### config.mk
export PLATFORM = sky130hd
export DESIGN_NAME = reservation_station_select
export DESIGN_NICKNAME = d
export VERILOG_FILES = /design/src/rtl/rss_pkg.sv /design/src/rtl/rss_ctrl.sv /design/src/rtl/rss_dp.sv /design/src/rtl/reservation_station_select.sv
export SDC_FILE = /design/constraint.sdc
export NUM_CORES = 1
export LEC_CHECK = 0
export BUFFER_PORTS_ARGS = -buffer_cell sky130_fd_sc_hd__clkbuf_2
export CAP_MARGIN = 20
export CORE_MARGIN = 4
export CORE_UTILIZATION = 60
export DETAILED_ROUTE_END_ITERATION = 8
export PLACE_DENSITY = 0.77
export SLEW_MARGIN = 25
export SYNTH_ARGS = -nofsm -noshare
export SYNTH_HDL_FRONTEND = slang
export SYNTH_SLANG_ARGS = --single-unit
export TNS_END_PERCENT = 20
### constraint.sdc
create_clock -name clk -period 16.5 [get_ports clk]
set_clock_uncertainty 0.1 [all_clocks]
set_input_delay 3.3 -clock clk [delete_from_list [all_inputs] [get_ports clk]]
set_output_delay 3.3 -clock clk [all_outputs]
set_load 0.02 [all_outputs]
### src/rtl/rss_pkg.sv
// Shared constants, codes and controller/datapath interface types.
package rss_pkg;

  localparam int RSS_ENTRIES  = 16;
  localparam int RSS_TAG_BITS = 8;

  localparam int SEQ_W      = 32;
  localparam int PORT_TAG_W = 8;
  localparam int KIND_W     = 3;
  localparam int CFG_IDX_W  = 2;
  localparam int CFG_DATA_W = 5;

  localparam logic [KIND_W-1:0] KIND_INSERT   = 3'd0;
  localparam logic [KIND_W-1:0] KIND_WAKEUP   = 3'd1;
  localparam logic [KIND_W-1:0] KIND_SELECT   = 3'd2;
  localparam logic [KIND_W-1:0] KIND_SCHEDULE = 3'd3;
  localparam logic [KIND_W-1:0] KIND_REMOVE   = 3'd4;

  localparam logic [CFG_IDX_W-1:0] CFG_ENTRIES_IN_USE = 2'd0;
  localparam logic [CFG_IDX_W-1:0] CFG_ISSUE_MODE     = 2'd1;

  localparam logic [CFG_DATA_W-1:0] ENTRIES_IN_USE_RST = 5'd16;
  localparam logic                  ISSUE_MODE_RST     = 1'b1;

  typedef struct packed {
    logic load;   // capture a new item and restart the walk
    logic step;   // examine the entry under the walk pointer
    logic emit;   // register the result for the output strobe
  } rss_cmd_t;

  typedef struct packed {
    logic scan_done;  // the current item needs no further walk cycles
  } rss_sts_t;

endpackage

### src/rtl/rss_ctrl.sv
// Controller state machine that sequences item capture, entry walk and result.
module rss_ctrl (
  input  logic              clk,
  input  logic              rst_n,
  input  logic              start,
  output logic              busy,
  output rss_pkg::rss_cmd_t cmd,
  input  rss_pkg::rss_sts_t sts
);
  import rss_pkg::*;

  typedef enum logic [1:0] {
    ST_IDLE,
    ST_SCAN,
    ST_RESP
  } state_t;

  state_t state_r;
  state_t state_nxt;
  logic   busy_r;

  always_comb begin
    state_nxt = state_r;
    unique case (state_r)
      ST_IDLE: begin
        if (start) begin
          state_nxt = ST_SCAN;
        end
      end
      ST_SCAN: begin
        if (sts.scan_done) begin
          state_nxt = ST_RESP;
        end
      end
      ST_RESP: begin
        state_nxt = ST_IDLE;
      end
      default: begin
        state_nxt = ST_IDLE;
      end
    endcase
  end

  always_ff @(posedge clk) begin
    if (!rst_n) begin
      state_r <= ST_IDLE;
      busy_r  <= 1'b0;
    end else begin
      state_r <= state_nxt;
      busy_r  <= (state_nxt != ST_IDLE);
    end
  end

  assign busy     = busy_r;
  assign cmd.load = start && !busy_r;
  assign cmd.step = (state_r == ST_SCAN);
  assign cmd.emit = (state_r == ST_RESP);

endmodule

### src/rtl/rss_dp.sv
// Datapath: entry table, configuration registers, walk pointer and result registers.
module rss_dp #(
  parameter int ENTRIES  = rss_pkg::RSS_ENTRIES,
  parameter int TAG_BITS = rss_pkg::RSS_TAG_BITS
) (
  input  logic                             clk,
  input  logic                             rst_n,
  input  rss_pkg::rss_cmd_t                cmd,
  output rss_pkg::rss_sts_t                sts,
  input  logic [rss_pkg::KIND_W-1:0]       in_kind,
  input  logic [rss_pkg::SEQ_W-1:0]        in_seq_number,
  input  logic [rss_pkg::PORT_TAG_W-1:0]   in_first_tag,
  input  logic                             in_first_ready,
  input  logic [rss_pkg::PORT_TAG_W-1:0]   in_second_tag,
  input  logic                             in_second_ready,
  input  logic [rss_pkg::PORT_TAG_W-1:0]   in_broadcast_tag,
  input  logic                             cfg_we,
  input  logic [rss_pkg::CFG_IDX_W-1:0]    cfg_index,
  input  logic [rss_pkg::CFG_DATA_W-1:0]   cfg_data,
  output logic                             out_strobe,
  output logic                             out_space_available,
  output logic                             out_insert_dropped,
  output logic                             out_found,
  output logic [rss_pkg::SEQ_W-1:0]        out_picked_number,
  output logic [rss_pkg::PORT_TAG_W-1:0]   out_picked_first_tag,
  output logic [rss_pkg::PORT_TAG_W-1:0]   out_picked_second_tag
);
  import rss_pkg::*;

  localparam int IDX_W = (ENTRIES > 1) ? $clog2(ENTRIES) : 1;
  localparam int CNT_W = $clog2(ENTRIES + 1);
  localparam int CW    = (CNT_W > CFG_DATA_W) ? CNT_W : CFG_DATA_W;

  // Configuration.
  logic [CFG_DATA_W-1:0] entries_r;
  logic                  mode_r;

  // Captured item.
  logic [KIND_W-1:0]   kind_r;
  logic [SEQ_W-1:0]    seq_r;
  logic [TAG_BITS-1:0] t1_r;
  logic                r1_r;
  logic [TAG_BITS-1:0] t2_r;
  logic                r2_r;
  logic [TAG_BITS-1:0] bt_r;

  // Entry table.
  logic [ENTRIES-1:0]  valid_r;
  logic [ENTRIES-1:0]  sched_r;
  logic [SEQ_W-1:0]    num_r  [ENTRIES];
  logic [TAG_BITS-1:0] tag1_r [ENTRIES];
  logic [ENTRIES-1:0]  rdy1_r;
  logic [TAG_BITS-1:0] tag2_r [ENTRIES];
  logic [ENTRIES-1:0]  rdy2_r;

  // Walk state.
  logic [IDX_W-1:0]    idx_r;
  logic                best_vld_r;
  logic                best_both_r;
  logic [SEQ_W-1:0]    best_num_r;
  logic [TAG_BITS-1:0] best_t1_r;
  logic [TAG_BITS-1:0] best_t2_r;
  logic                dropped_r;

  // Result registers.
  logic                  out_strobe_r;
  logic                  out_space_r;
  logic                  out_dropped_r;
  logic                  out_found_r;
  logic [SEQ_W-1:0]      out_num_r;
  logic [PORT_TAG_W-1:0] out_t1_r;
  logic [PORT_TAG_W-1:0] out_t2_r;

  logic [CW-1:0]      req_cnt;
  logic [CNT_W-1:0]   n_eff;
  logic               n_zero;
  logic [ENTRIES-1:0] in_use;
  logic               space;
  logic               cur_valid;
  logic               cur_sched;
  logic               cur_both;
  logic [SEQ_W-1:0]   cur_num;
  logic               walk;
  logic               hit;
  logic               cand;
  logic               last;
  logic               take;
  logic               sel_found;

  // An oversized count acts as the full table.
  assign req_cnt = CW'(entries_r);
  assign n_eff   = (req_cnt > CW'(ENTRIES)) ? CNT_W'(ENTRIES) : CNT_W'(req_cnt);
  assign n_zero  = (n_eff == '0);

  always_comb begin
    for (int i = 0; i < ENTRIES; i++) begin
      in_use[i] = (CNT_W'(i) < n_eff);
    end
  end

  assign space = |(in_use & ~valid_r);

  assign cur_valid = valid_r[idx_r];
  assign cur_sched = sched_r[idx_r];
  assign cur_both  = rdy1_r[idx_r] && rdy2_r[idx_r];
  assign cur_num   = num_r[idx_r];
  assign last      = ((CNT_W'(idx_r) + CNT_W'(1)) == n_eff);

  always_comb begin
    walk = 1'b0;
    hit  = 1'b0;
    cand = 1'b0;
    unique case (kind_r)
      KIND_INSERT: begin
        walk = 1'b1;
        hit  = !cur_valid;
      end
      KIND_SCHEDULE: begin
        walk = 1'b1;
        hit  = cur_valid && (cur_num == seq_r);
      end
      KIND_REMOVE: begin
        walk = 1'b1;
        hit  = cur_valid && cur_sched && (cur_num == seq_r);
      end
      KIND_SELECT: begin
        walk = 1'b1;
        cand = cur_valid && !cur_sched && (!mode_r || cur_both);
      end
      default: begin
        walk = 1'b0;
      end
    endcase
    hit  = hit && !n_zero;
    cand = cand && !n_zero;
  end

  // Strict less-than keeps the lowest index among equal numbers.
  assign take = cand && (!best_vld_r || (cur_num < best_num_r));
  assign sts.scan_done = !walk || n_zero || hit || last;

  // In-order mode reports the oldest entry only when both sources are ready.
  assign sel_found = (kind_r == KIND_SELECT) && best_vld_r && (mode_r || best_both_r);

  always_ff @(posedge clk) begin
    if (!rst_n) begin
      entries_r    <= ENTRIES_IN_USE_RST;
      mode_r       <= ISSUE_MODE_RST;
      valid_r      <= '0;
      sched_r      <= '0;
      best_vld_r   <= 1'b0;
      dropped_r    <= 1'b0;
      idx_r        <= '0;
      out_strobe_r <= 1'b0;
    end else begin
      if (cfg_we) begin
        unique case (cfg_index)
          CFG_ENTRIES_IN_USE: entries_r <= cfg_data;
          CFG_ISSUE_MODE:     mode_r    <= cfg_data[0];
          default: begin
          end
        endcase
      end
      out_strobe_r <= cmd.emit;
      if (cmd.load) begin
        idx_r      <= '0;
        best_vld_r <= 1'b0;
        dropped_r  <= 1'b0;
      end else if (cmd.step) begin
        idx_r <= IDX_W'(idx_r + IDX_W'(1));
        if (take) begin
          best_vld_r <= 1'b1;
        end
        if (kind_r == KIND_INSERT && !hit && sts.scan_done) begin
          dropped_r <= 1'b1;
        end
        if (hit) begin
          unique case (kind_r)
            KIND_INSERT: begin
              valid_r[idx_r] <= 1'b1;
              sched_r[idx_r] <= 1'b0;
            end
            KIND_SCHEDULE: begin
              sched_r[idx_r] <= 1'b1;
            end
            KIND_REMOVE: begin
              valid_r[idx_r] <= 1'b0;
              sched_r[idx_r] <= 1'b0;
            end
            default: begin
            end
          endcase
        end
      end
    end
  end

  always_ff @(posedge clk) begin
    if (cmd.load) begin
      kind_r <= in_kind;
      seq_r  <= in_seq_number;
      t1_r   <= TAG_BITS'(in_first_tag);
      r1_r   <= in_first_ready;
      t2_r   <= TAG_BITS'(in_second_tag);
      r2_r   <= in_second_ready;
      bt_r   <= TAG_BITS'(in_broadcast_tag);
    end
    if (cmd.step && take) begin
      best_both_r <= cur_both;
      best_num_r  <= cur_num;
      best_t1_r   <= tag1_r[idx_r];
      best_t2_r   <= tag2_r[idx_r];
    end
    if (cmd.step && hit && kind_r == KIND_INSERT) begin
      num_r[idx_r]  <= seq_r;
      tag1_r[idx_r] <= t1_r;
      rdy1_r[idx_r] <= r1_r;
      tag2_r[idx_r] <= t2_r;
      rdy2_r[idx_r] <= r2_r;
    end
    // Wakeup compares every entry in use at once.
    if (cmd.step && kind_r == KIND_WAKEUP) begin
      for (int i = 0; i < ENTRIES; i++) begin
        if (in_use[i] && valid_r[i]) begin
          if (tag1_r[i] == bt_r) begin
            rdy1_r[i] <= 1'b1;
          end
          if (tag2_r[i] == bt_r) begin
            rdy2_r[i] <= 1'b1;
          end
        end
      end
    end
    if (cmd.emit) begin
      out_space_r   <= space;
      out_dropped_r <= dropped_r;
      out_found_r   <= sel_found;
      out_num_r     <= sel_found ? best_num_r : '0;
      out_t1_r      <= sel_found ? PORT_TAG_W'(best_t1_r) : '0;
      out_t2_r      <= sel_found ? PORT_TAG_W'(best_t2_r) : '0;
    end
  end

  assign out_strobe            = out_strobe_r;
  assign out_space_available   = out_space_r;
  assign out_insert_dropped    = out_dropped_r;
  assign out_found             = out_found_r;
  assign out_picked_number     = out_num_r;
  assign out_picked_first_tag  = out_t1_r;
  assign out_picked_second_tag = out_t2_r;

endmodule

### src/rtl/reservation_station_select.sv
// Top level of the reservation station with oldest-first select.
//
//   channel   direction  handshake              payload
//   command   in         start / busy           in_kind, in_seq_number, tags, ready bits
//   result    out        out_strobe (no stall)  space, dropped, found, picked fields
//   config    in         cfg_valid / cfg_ready  cfg_index, cfg_data
//
// A command beat is taken at an edge where start is high and busy is low, and the
// table is then walked one entry per cycle: a wakeup, an unknown kind or a count of
// zero ends the walk at once, a select walks the entries in use, and the others stop
// at the first matching entry (or walk the entries in use on a miss).
// The result beat shows for one cycle once busy is low again; it cannot be stalled.
// Synchronous active-low reset clears the valid and scheduled marks and the walk state.
module reservation_station_select #(
  parameter int ENTRIES  = rss_pkg::RSS_ENTRIES,
  parameter int TAG_BITS = rss_pkg::RSS_TAG_BITS
) (
  input  logic                           clk,
  input  logic                           rst_n,
  input  logic                           start,
  output logic                           busy,
  input  logic [rss_pkg::KIND_W-1:0]     in_kind,
  input  logic [rss_pkg::SEQ_W-1:0]      in_seq_number,
  input  logic [rss_pkg::PORT_TAG_W-1:0] in_first_tag,
  input  logic                           in_first_ready,
  input  logic [rss_pkg::PORT_TAG_W-1:0] in_second_tag,
  input  logic                           in_second_ready,
  input  logic [rss_pkg::PORT_TAG_W-1:0] in_broadcast_tag,
  output logic                           out_strobe,
  output logic                           out_space_available,
  output logic                           out_insert_dropped,
  output logic                           out_found,
  output logic [rss_pkg::SEQ_W-1:0]      out_picked_number,
  output logic [rss_pkg::PORT_TAG_W-1:0] out_picked_first_tag,
  output logic [rss_pkg::PORT_TAG_W-1:0] out_picked_second_tag,
  input  logic                           cfg_valid,
  output logic                           cfg_ready,
  input  logic [rss_pkg::CFG_IDX_W-1:0]  cfg_index,
  input  logic [rss_pkg::CFG_DATA_W-1:0] cfg_data
);
  import rss_pkg::*;

  rss_cmd_t cmd;
  rss_sts_t sts;
  logic     cfg_we;

  // Configuration beats are taken whenever no command is in flight.
  assign cfg_ready = !busy;
  assign cfg_we    = cfg_valid && cfg_ready;

  // The controller only sequences; all table state lives in the datapath.
  rss_ctrl u_ctrl (
    .clk   (clk),
    .rst_n (rst_n),
    .start (start),
    .busy  (busy),
    .cmd   (cmd),
    .sts   (sts)
  );

  rss_dp #(
    .ENTRIES  (ENTRIES),
    .TAG_BITS (TAG_BITS)
  ) u_dp (
    .clk                   (clk),
    .rst_n                 (rst_n),
    .cmd                   (cmd),
    .sts                   (sts),
    .in_kind               (in_kind),
    .in_seq_number         (in_seq_number),
    .in_first_tag          (in_first_tag),
    .in_first_ready        (in_first_ready),
    .in_second_tag         (in_second_tag),
    .in_second_ready       (in_second_ready),
    .in_broadcast_tag      (in_broadcast_tag),
    .cfg_we                (cfg_we),
    .cfg_index             (cfg_index),
    .cfg_data              (cfg_data),
    .out_strobe            (out_strobe),
    .out_space_available   (out_space_available),
    .out_insert_dropped    (out_insert_dropped),
    .out_found             (out_found),
    .out_picked_number     (out_picked_number),
    .out_picked_first_tag  (out_picked_first_tag),
    .out_picked_second_tag (out_picked_second_tag)
  );

endmodule

; ---- Yosys cells after proc, flatten, opt, wreduce, memory -nomap -nowiden
; Memories as Yosys holds them, arrays and structs flattened. A register that Yosys moved wholly into a read port is not among the register bits.
; Index checks and enable logic that the tools add are counted.
[word_totals]
rom_bits = 0
ff_bits = 225
mem_bits_rw = 768
latch_bits = 0
memories = 3
elab_cells = 262
output_inout_bits = 54
[memory_table]
columns = name, words, width, rd, rd_clocked_by_memory_dff, wr, line_no
row1 = u_dp.num_r, 16, 32, 1, 1, 1, rss_dp.sv:50  ; logic [SEQ_W-1:0] num_r [ENTRIES];
row2 = u_dp.tag1_r, 16, 8, 17, 1, 1, rss_dp.sv:51  ; logic [TAG_BITS-1:0] tag1_r [ENTRIES];
row3 = u_dp.tag2_r, 16, 8, 17, 1, 1, rss_dp.sv:53  ; logic [TAG_BITS-1:0] tag2_r [ENTRIES];
[op_classes]
reduce_logical = 67
multipliers = 0
n_div = 0
muxes = 93
magnitude_cmp = 20
eq_ne = 41
shift = 0
n_addsub = 2
bitwise = 9
[ops]
columns = operator, count
row1 = 8-bit equality test, 32
row2 = 1-bit 2-to-1 mux, 73
row3 = 16-bit 2-to-1 mux, 4
row4 = 16-bit case mux with 2 select lines, 2
row5 = 16-bit bitwise AND, 3
row6 = "4-bit by 5-bit < comparator with 1-bit output, first input constant", 8
row7 = 1-bit logical AND, 36
row8 = 16-bit bitwise mux, 2
row9 = 32-bit equality test, 1
row10 = 32-bit < comparator, 1
row11 = 16-bit inverter, 2
row12 = 16-bit bitwise OR, 2
row13 = "3-bit by 5-bit < comparator with 1-bit output, first input constant", 4
row14 = 1-bit binary-select mux with 4-bit select, 4
row15 = 16-bit OR reduction, 1
row16 = "1-bit by 5-bit < comparator with 1-bit output, first input constant", 2
row17 = "2-bit by 5-bit < comparator with 1-bit output, first input constant", 2
row18 = 1-bit zero test, 8
row19 = 4-bit 2-to-1 mux, 2
row20 = 2-bit AND reduction, 4
row21 = 4-bit AND reduction, 2
row22 = "3-bit by 2-bit equality test with 1-bit output, second input constant", 2
row23 = 1-bit logical OR, 6
row24 = 2-bit nonzero test, 3
row25 = 21 further kinds, 26

; ---- Longest topological paths before layout
[depth]
ltp_word = 12
mapped_depth = 17

; ---- By module
; A second synthesis with hierarchy kept.
[hier_totals]
hier_cells = 2636
hier_area_um2 = 43704.4
[by_module_without_submodules]
columns = module, cells_each, instances, area_per_inst_um2
row1 = rss_dp, 2620, 1, 43558.0
row2 = rss_ctrl, 14, 1, 136.4
row3 = reservation_station_select, 2, 1, 10.0

; ---- Worst setup path after synthesis
; OpenSTA, ideal clock, no wires.
[synth_path]
path_kind = register to register
from = register (tool-made name)
to = register u_dp.best_both_r, enable pin
period_less_slack_ps = 7531
setup_ps = 536
arrival_time_ps = 6895
path_slack_ps = 8969
stages_incl_launch_ff = 17
required_ps = 15864
path_cell_list = dfxtp_1 buf_6 buf_8 buf_2 mux4_2 a22oi_1 nand2_1 ha_1 a21o_1 a21o_1 a21o_1 a21o_1 a21o_1 a21o_1 a21oi_1 o31ai_1 a221oi_1
[synth_rtl]
columns = element, line_no
row1 = "end signal, assigned", rss_dp.sv:209  ; best_both_r <= cur_both;
row2 = "end, declared", rss_dp.sv:59  ; logic best_both_r;

==> impl_metrics.py <==
metrics = {
    "power": {
        "p_per_area_nw_per_um2": 110.0,
        "peakVddDrop_mv": 0.09403,
        "power.leakage_nw": 16.13,
        "finalPower_mw": 5.375,
    },
    "clocking": {
        "cts_tree": "built",
        "clock_tree.buffer_depth": 3,
        "cts_root_buf": "clkbuf_16",
        "cts_setup_buffers": 0,
        "clock_sinks": 1013,
        "postCtsHoldBufs": 0,
        "insertion_delay_ns": 0.67,
        "cts_made_buffers": 101,
        "ctsResizeCount": 0,
        "clk_pin_slew_ns": 0.06,
        "cts_max_level": 3,
    },
    "timing": {
        "setup_viol": 0,
        "hold_ws_ns": 0.3571,
        "tightest_slew_ns": 1.089,
        "fin_setup_tns_ns": 0,
        "setup_ws_ns": 9.814,
        "rsz0062_at_grt": "false",
        "slew_headroom_pct": 26.76,
        "clock.fmax_mhz": 149.6,
        "period_share_pct": 40.52,
        "maxSlewViolCount": 0,
        "post-route-min-period_ns": 6.686,
        "hold_viol": 0,
    },
    "cells_and_area": {
        "drive_above_1_share_pct": 20.43,
        "layout.nets": 2882,
        "final_cell_mix": "edfxtp_1, mux4_2, xnor2_1",
        "final_util_pct": 67.77,
        "areaGrowthSynthToFinish_pct": 11.18,
        "final_common_cell": "edfxtp_1",
        "fin_cells": 3811,
        "fill_cells": 4698,
        "final_area_um2": 48860,
    },
    "placement": {
        "placed_area_um2": 45570,
        "hpwl_um": 73330,
        "dp_slack_ns": 9.939,
        "globalplace.congestion": 0.9300,
        "placed_cells": 3622,
        "portBuffers": 125,
    },
    "outcome": {
        "status": "complete, no violations",
    },
    "detailed_routing": {
        "ant_nets": 0,
        "via_count": 25460,
        "first_pass_iters": 6,
        "wire_per_inst_um": 30.70,
        "drc": 0,
        "vias_per_cell": 6.681,
        "first_iter_violations": 3900,
        "totalWireLength_um": 117000,
    },
    "setup_path": {
        "cp-start-kind": "register",
        "worst-path-buf-inv": 3,
        "reg2reg_slack_ns": 9.81,
        "crit_family": "simple AND/OR/NAND/NOR gates",
        "crit_path_top_delay_cell": "buf_4",
        "worstPathArrival_ns": 6.86,
        "endpoint_kind": "register",
        "critical_path_class": "register to register",
        "crit_chain": "buf_4, buf_4, mux4_2, mux4_2, xnor2_1, nand3_1, nor4_2, nand4_2, nand2_1, and4_2, buf_4",
        "slowest_delay_ns": 0.72,
        "cp_common_cell": "buf_4",
        "critPathMaxFanout": 57,
        "cp.required_ns": 16.67,
    },
    "yosys": {
        "synthFlopType": "edfxtp_1",
        "synth_cells": 2653,
        "async_flop_share_pct": 0,
        "ys_warn_count": 0,
        "synth-edff-count": 929,
        "syn_avg_cell_area_um2": 16.57,
        "ys_ff_latch": 1013,
        "synth.distinct_cells": 77,
        "syn_area_um2": 43950,
        "synth_fp_nets": 2760,
        "yosysSeqAreaShare_pct": 67.30,
    },
    "floorplanning": {
        "core_area_um2": 72100,
        "die_area_um2": 77640,
        "initial_core_util_pct": 60.96,
        "row_count": 98,
        "die_y_um": 278.6,
        "boundaryPins": 126,
        "die_w_um": 278.6,
    },
    "grt": {
        "grt_pass1_wl_um": 172100,
        "grt_antenna_before_repair": 4,
        "grt_max_degree": 65,
        "grt_pass1_vias": 25380,
        "overflow": 0,
        "grt_usage_pct": 30.03,
    },
    "flow_run": {
        "cap_viol_max_count": 0,
    },
    "min_path": {
        "hold_class": "register to register",
    },
}
-- Yosys cell counts, drive strengths merged (11+ instances only) --
cell type / count / area (um2)
a21o: 11 / 82.58
a21oi: 29 / 145.1
a221oi: 22 / 192.7
a22oi: 21 / 157.7
and2: 54 / 337.8
and3: 29 / 181.4
buf: 91 / 533.0
clkbuf: 72 / 270.3
dfxtp: 84 / 1682
edfxtp: 929 / 27900
ha: 35 / 437.9
inv: 96 / 360.4
mux2: 17 / 191.4
mux2i: 100 / 1001
mux4: 196 / 4448
nand2: 78 / 292.8
nand3: 49 / 245.2
nand4: 67 / 425.4
nor2: 60 / 230.2
nor2b: 24 / 150.1
nor3: 26 / 130.1
nor4: 33 / 219.0
o2111a: 11 / 123.9
o211ai: 37 / 277.8
o21ai: 45 / 225.2
o221ai: 17 / 148.9
or3: 13 / 81.33
xnor2: 171 / 1498
xor2: 125 / 1095
-- worst min-delay path, stage by stage (launching register included) --
cell and delay [ns]:
dfxtp_1 0.30, nand2_1 0.05, mux2i_1 0.05
-- layer usage --
layer  vias up  routed length, um  track usage (%)
met5         -                 13                0
met4         2               2691            7.629
met3       197              14520            7.834
met2      1640              53640            45.98
met1     12950              46120            43.97
li1      10670                  -                -
-- final cells by class --
cell class	count	area, um2	share of cell area [%]
Inverter	97	364.1	0.7452
Antenna cell	3	7.507	0.01536
Tap cell	950	1189	2.433
Clock inverter	64	620.6	1.270
Sequential cell	1013	29600	60.58
Timing Repair Buffer	182	1061	2.172
Clock buffer	122	2638	5.398
Multi-Input combinational cell	1380	13380	27.39
-- path summary, 6_finish.rpt --
check / cells after the start / end / start
max reg2reg: 11 / u_dp.num_r[4][2] / register
min: 2 / register / register
min reg2reg: 2 / register / register
max: 11 / u_dp.num_r[4][2] / register
-- where the power goes --
group / leakage (nW) / internal [mW] / switching (mW) / total (mW)
logic: 5.41 / 0.0958 / 0.142 / 0.238
clock network: 1.59 / 1.30 / 0.968 / 2.27
registers: 9.14 / 2.82 / 0.0526 / 2.87
-- state kept, by name (all words and copies together) (netlist names), 16 cells and up, named ones only --
name	count
u_dp.tag2_r	128
u_dp.seq_r	32
u_dp.tag1_r	128
u_dp.rdy1_r	16
u_dp.out_picked_number	32
u_dp.num_r	512
u_dp.best_num_r	32
u_dp.rdy2_r	16
-- logic make-up (layout without fill, tap and decap cells) --
group,count (synthesis),in the layout,share of synthesized area (%)
AO/OA/AOI/OAI,276,276,4.632
XOR/XNOR,296,296,5.899
adder cells (fa/ha/maj),35,35,0.9964
buffers and inverters,260,465,2.656
flip-flops,1013,1013,67.30
multiplexers,313,313,12.83
other,0,3,0
AND/OR/NAND/NOR,460,460,5.680
(Power assumes the default switching activity.)
